## config.mk

```make
export PLATFORM = sky130hd
export DESIGN_NAME = cmap_ring
export DESIGN_NICKNAME = d
export VERILOG_FILES = /design/src/rtl/cmap_pkg.sv /design/src/rtl/cmap_cell.sv /design/src/rtl/cmap_ring.sv
export SDC_FILE = /design/constraint.sdc
export NUM_CORES = 2
export LEC_CHECK = 0
export ABC_AREA = 1
export BUFFER_PORTS_ARGS = -buffer_cell sky130_fd_sc_hd__buf_2
export CORE_AREA = 5 5 477 479
export CTS_BUF_LIST = sky130_fd_sc_hd__clkbuf_2
export DETAILED_ROUTE_END_ITERATION = 8
export DIE_AREA = 0 0 482 484
export GPL_TIMING_DRIVEN = 1
export PLACE_DENSITY = 0.82
export SLEW_MARGIN = 10
export SYNTH_ARGS = -nofsm -noshare
export SYNTH_HDL_FRONTEND = slang
export SYNTH_HIERARCHICAL = 1
export SYNTH_SLANG_ARGS = --single-unit
```

## constraint.sdc

```tcl
create_clock -name clk -period 9.8 [get_ports clk]
set_input_delay 0.98 -clock clk [delete_from_list [all_inputs] [get_ports clk]]
set_output_delay 0.98 -clock clk [all_outputs]
set_load 0.03 [all_outputs]
```

## src/rtl/cmap_pkg.sv

```systemverilog
// ----------------------------------------------------------------------------
// cmap_pkg
// Shared types, codes and the sine table function of the cone map block.
// ----------------------------------------------------------------------------
package cmap_pkg;

	localparam int CONE_DEPTH_DEF   = 64;
	localparam int CENTER_DEPTH_DEF = 64;
	localparam int TRIG_ENTRIES_DEF = 1024;
	localparam int MAX_OUT          = 64;

	localparam logic [63:0] Q30_ONE     = 64'd1073741824;
	localparam logic [63:0] HALF_PI_Q30 = 64'd1686629713;

	localparam logic [1:0] OP_POSE = 2'd0;
	localparam logic [1:0] OP_DET  = 2'd1;
	localparam logic [1:0] OP_FEND = 2'd2;

	localparam logic [2:0] KIND_NEW    = 3'd0;
	localparam logic [2:0] KIND_MERGED = 3'd1;
	localparam logic [2:0] KIND_IGN    = 3'd2;
	localparam logic [2:0] KIND_FULL   = 3'd3;
	localparam logic [2:0] KIND_CENTER = 3'd4;

	localparam int F_RED_CHK   = 0;
	localparam int F_BLUE_CHK  = 1;
	localparam int F_CEN_CHK   = 2;
	localparam int F_BLUE_SEEN = 3;
	localparam int F_RED_SEEN  = 4;
	localparam int F_CEN_SEEN  = 5;
	localparam int F_RED_PEND  = 6;
	localparam int F_BLUE_PEND = 7;

	typedef struct packed {
		logic signed [23:0] y;
		logic signed [23:0] x;
	} point_t;

	typedef struct packed {
		logic signed [17:0] s;
		logic signed [17:0] c;
	} trig_t;

	// Quarter wave sine in Q16 from an angle in Q30 of a quarter turn.
	function automatic logic [63:0] cmap_qsine(input logic [63:0] f);
		logic [63:0] x;
		logic [63:0] x2;
		logic [63:0] t;
		x  = (f * HALF_PI_Q30) >> 30;
		x2 = (x * x) >> 30;
		t  = Q30_ONE - x2 / 110;
		t  = Q30_ONE - ((x2 * t) >> 30) / 72;
		t  = Q30_ONE - ((x2 * t) >> 30) / 42;
		t  = Q30_ONE - ((x2 * t) >> 30) / 20;
		t  = Q30_ONE - ((x2 * t) >> 30) / 6;
		return (((x * t) >> 30) + 64'd8192) >> 14;
	endfunction

	function automatic trig_t cmap_trig(input logic [31:0] a);
		logic [63:0] f;
		logic [63:0] p;
		logic [63:0] r;
		trig_t       t;
		f = {34'd0, a[29:0]};
		p = cmap_qsine(f);
		r = cmap_qsine(Q30_ONE - f);
		unique case (a[31:30])
			2'd0: begin t.s = 18'(p);  t.c = 18'(r);  end
			2'd1: begin t.s = 18'(r);  t.c = 18'(-p); end
			2'd2: begin t.s = 18'(-p); t.c = 18'(-r); end
			2'd3: begin t.s = 18'(-r); t.c = 18'(p);  end
		endcase
		return t;
	endfunction

endpackage

```

## src/rtl/cmap_cell.sv

```systemverilog
// ----------------------------------------------------------------------------
// cmap_cell
// One stored point of a circulating point list.
// ----------------------------------------------------------------------------
module cmap_cell import cmap_pkg::*; (
	input  logic   clk,
	input  logic   en,
	input  point_t d,
	output point_t q
);

	point_t cell_q;

	always_ff @(posedge clk) begin
		if (en) begin
			cell_q <= d;
		end
	end

	assign q = cell_q;

endmodule

```

## src/rtl/cmap_ring.sv

```systemverilog
// ----------------------------------------------------------------------------
// cmap_ring
// Ring of point cells that rotates one place per step, with a squared
// distance test of the head cell against a query point.
// ----------------------------------------------------------------------------
module cmap_ring import cmap_pkg::*; #(
	parameter int DEPTH = CONE_DEPTH_DEF
) (
	input  logic        clk,
	input  logic        prime,
	input  logic        step,
	input  point_t      tail_d,
	input  point_t      qpt,
	input  logic [31:0] gate,
	output point_t      head,
	output logic        near
);

	point_t cq [DEPTH];
	point_t cd [DEPTH];

	for (genvar k = 0; k < DEPTH; k++) begin : g_cell
		if (k == DEPTH - 1) begin : g_tail
			assign cd[k] = tail_d;
		end else begin : g_mid
			assign cd[k] = cq[k + 1];
		end
		cmap_cell u_cell (
			.clk (clk),
			.en  (step),
			.d   (cd[k]),
			.q   (cq[k])
		);
	end

	point_t             src;
	logic signed [24:0] dx;
	logic signed [24:0] dy;
	logic signed [49:0] dxp;
	logic signed [49:0] dyp;
	logic        [49:0] dxx_q;
	logic        [49:0] dyy_q;

	// The squares are taken one cell ahead so that they match the head after the step.
	assign src = step ? cq[1] : cq[0];
	assign dx  = 25'(src.x) - 25'(qpt.x);
	assign dy  = 25'(src.y) - 25'(qpt.y);
	assign dxp = dx * dx;
	assign dyp = dy * dy;

	always_ff @(posedge clk) begin
		if (prime || step) begin
			dxx_q <= dxp;
			dyy_q <= dyp;
		end
	end

	assign head = cq[0];
	assign near = ({1'b0, dxx_q} + {1'b0, dyy_q}) < {19'd0, gate};

endmodule

```

==> flow_results.org <==
** Run
- Number of maximum-capacitance violations :: 0

** Detailed routing
- In the routed layout, each cell is associated on average with a via count of 5.55.
- Count of vias placed by the detailed router :: 78400
- For this block, the initial DRC count from the detailed router was 8014.
- Total wirelength of the detailed-routed design :: 358000 µm
- After detailed routing, the number of remaining DRC violations is 0.
- The count of nets left with antenna violations once routing finished came out at 0.
- Before antenna repair, the detailed router went through 9 iterations.
- Avg WL per Cell :: 25.4 µm

** Floorplan
- I/O pin total :: 180
- Die Width :: 482 µm
- The initialized floorplan defines 174 standard-cell rows.
- Total core area :: 0.223 mm²
- For this configuration, the core starts out at a cell density of 0.645.
- Area of the die :: 0.233 mm²
- The die is 484 µm tall.

** Timing
- Setup repair after global routing left no endpoint under its margin.
- The max-slew violation total from the final report is 0.
- Setup slack closes at 0.146 ns.
- Slew of the pin with the lowest slew margin :: 1.29 ns
- Measured against its own limit, the worst slew margin works out to 0.137.
- Part of the cycle the worst path needs :: 0.985
- The worst path in the final design needs a cycle of 9.65 ns, including I/O delays and setup.
- Post-Route Setup TNS :: 0 ns
- Across the routed clock network, the largest skew measured is 0.273 ns.
- Number of hold violations in the final report :: 0
- Final setup vio count :: 0
- Max Freq :: 0.104 GHz

** Worst setup path
- Critical Path Start Type :: flip-flop
- STA puts the critical path data arrival time at 11.13 ns.
- Classification of the worst setup path :: flip-flop to flip-flop
- In this run the critical register-to-register path is launched from g_cell[0].u_cell/q[0]$_DFFE_PP_.
- STA classifies the critical path endpoint as a flip-flop.
- In this design, the stage delay of the slowest critical-path cell is 0.73 ns.
- The slowest stage of the critical path is the fa_1 cell.
- Slack of the worst reg-to-reg path :: 0.15 ns
- The cell that appears most often on the critical path is fa_1.
- Worst reg2reg path depth :: 34
- Max FO, Critical Path :: 18
- The worst register-to-register path ends at dxx_q[48]$_DFFE_PP_.
- STA puts the critical path data required time at 11.28 ns.

** Logic synthesis
- Among all cell types in the netlist, the one instantiated most often is edfxtp_1.
- Compound-cell area share of the yosys netlist :: 0.0203
- Top cell types by occurrence after synthesis :: edfxtp_1, inv_1, fa_1, nand2_1, nor2_1
- Of the synthesized area, sequential elements account for 0.661.
- In this run, synthesis produced a sequential element count of 3170.
- Of the post-synthesis cell area, the part taken by muxes is 0.000139.
- Xor and xnor area share after synthesis :: 0.0123
- Synthesis handed over a netlist of 9191 instances.
- Library cells used by synthesis :: 58
- A synthesized cell averages 15.7 µm².
- Yosys printed 6 warnings.
- Yosys mapped a number of flops with a built-in enable equal to 3170.
- Post-synth design cell area :: 0.144 mm²
- Of the total synthesized cell area, the portion taken by AND, OR, NAND and NOR gates is 0.0532.
- For this run, asynchronously set or reset flops after synthesis account for 0.
- Largest area contributor in the netlist :: edfxtp_1
- Commonest register cell after synthesis :: edfxtp_1
- Of the total synthesized cell area, the portion taken by full adders, half adders and majority gates is 0.206.
- Cell types with the largest area share after synthesis :: edfxtp_1, fa_1, inv_1
- By area, the combinational part of the netlist is dominated by adder cells.
- Syn Nets :: 11000
- Of the post-synthesis cell area, the dominant cell type holds 0.661.

** Clock network
- CTS built an H-tree with a depth of 6.
- The number of clock buffers added by TritonCTS is 706.
- Counting along the longest clock path gives a buffer depth of 4.
- Clock net sink count :: 3170
- Clk Latency, worst-skew pair :: 2.01 ns
- CTS tree :: built
- Root buffer cell :: clkbuf_2
- Clock Pin Slew Worst Setup and Hold Paths :: 0.11 ns

** Placement
- Input and output buffers added on the ports amount to 179.
- Pre-CTS setup slack :: -0.627 ns
- Placed wire-length estimate after detailed placement :: 217000 µm
- At the end of routability-driven placement, the weighted congestion stood at 0.948.

** Hold path
- The worst hold path passes through 3 cells.
- Hold EP :: g_cell[63].u_cell/q[47]$_DFFE_PP_
- The startpoint identified for the worst hold timing path is tail_d[47].
- Worst Hold Class :: input pin to flip-flop

** Global route
- The total overflow left after global routing is 0.
- Entering global routing, the biggest net connects 190 pins.
- Vias in the first global route :: 86100
- The number of antenna violations at the first check in global routing came to 14.
- Total Routing Usage GR :: 0.313
- First-pass GRT wire length :: 538000 µm

** Cells and area
- From synthesis to final layout, the design area changed by 11.1%.
- The final layout contains 12400 nets.
- After filler insertion, the fill cell instance count of the layout stands at 13600.
- Share of layout cells above drive strength 1 :: 0.170

** Status
- Outcome :: complete, no violations
==> critical path: cells and delay by family (launching register included) <==
kind / cells / cell delay, ns
compound gates: 3 / 0.80
xor+xnor: 1 / 0.17
fa+ha+maj: 10 / 4.88
buf+inv: 9 / 1.44
flops: 1 / 0.47
mux: 1 / 0.27
simple gates: 10 / 1.21
==> worst max-delay path by stage <==
stage                                      from             endpoint  slack [ns]
2_1_floorplan                              step  dyy_q[49]$_DFFE_PP_        0.67
3_3_place_gp                               step  dyy_q[42]$_DFFE_PP_       -0.61
3_5_place_dp                               step  dyy_q[42]$_DFFE_PP_       -0.63
4_1_cts        g_cell[0].u_cell/q[24]$_DFFE_PP_  dyy_q[42]$_DFFE_PP_        0.06
5_1_grt         g_cell[0].u_cell/q[0]$_DFFE_PP_  dxx_q[48]$_DFFE_PP_        0.01
6_report        g_cell[0].u_cell/q[0]$_DFFE_PP_  dxx_q[48]$_DFFE_PP_        0.15
==> logic make-up after synthesis <==
family / count (synthesis)
muxes: 2
DFF: 3170
xor gates and xnor gates: 186
AOI/OAI and AO/OA: 506
and+or+nand+nor: 1907
adders and majority gates: 1637
buffers and inverters: 1783
==> cell type report <==
cell class              instances  area, µm²  share of cell area
repair buffers                837       6440              0.0403
clock inverters               194       1310             0.00819
clock buffers                 994       4970              0.0311
flip-flops and latches       3170      95200               0.595
diodes                         13       32.5            0.000203
inverters                    1675       6290              0.0393
multi-input cells            4238      42100               0.263
well taps                    2992       3740              0.0234
==> metal layers <==
metal | track usage | part of all wire | wire (µm) | up-vias
li1 | - | - | - | 33900
met5 | 0 | 0.000078 | 28 | -
met2 | 0.527 | 0.51 | 181000 | 4111
met4 | 0.114 | 0.040 | 14200 | 4
met3 | 0.0596 | 0.077 | 27500 | 1015
met1 | 0.415 | 0.38 | 135000 | 39300
==> state kept, by name, summed over array words and instances (netlist names) <==
| name | cells |
|---|---|
| dxx_q | 49 |
| g_cell.u_cell/q | 3072 |
| dyy_q | 49 |
==> metrics by stage <==
step           hold WS (ns)  utilization  cells  cell area, µm²
4_1_cts             0.00126        0.717  14100          160000
6_report              0.247        0.717  14100          160000
5_1_grt             0.00417        0.717  14100          160000
2_1_floorplan         0.400            -   9191          144000
3_5_place_dp          0.405        0.684  12800          153000
3_3_place_gp          0.400        0.684  12800          153000
==> cells in the final DEF, fill, tap and decap left out, drive strengths merged, types with 7 or more instances in the layout <==
cell type    count
a21o            23
buf            730
dlygate4sd3    107
nand4           28
nand3          119
diode           13
ha             421
a21oi          246
clkbuf         994
or2             17
clkinvlp         7
nand2         1016
o21bai          39
a21boi           7
xor2           118
nor2           656
o21ai          132
nor4            13
inv           1683
fa            1216
o21a            12
a31oi           26
edfxtp        3170
bufinv          19
xnor2           68
clkinv         160
nor3            44
==> repair_timing <==
| item | CTS | global route |
|---|---|---|
| hold endpoints to repair | 425 | 0 |
| buffers inserted | 0 | 1 |
| endpoints found under the setup margin | 0 | 5 |
| hold buffers | 107 | 0 |
| resized for setup | 0 | 7 |
Power is not shown: default switching activity piles up to over one toggle a cycle in this logic, so the estimate is an artifact.
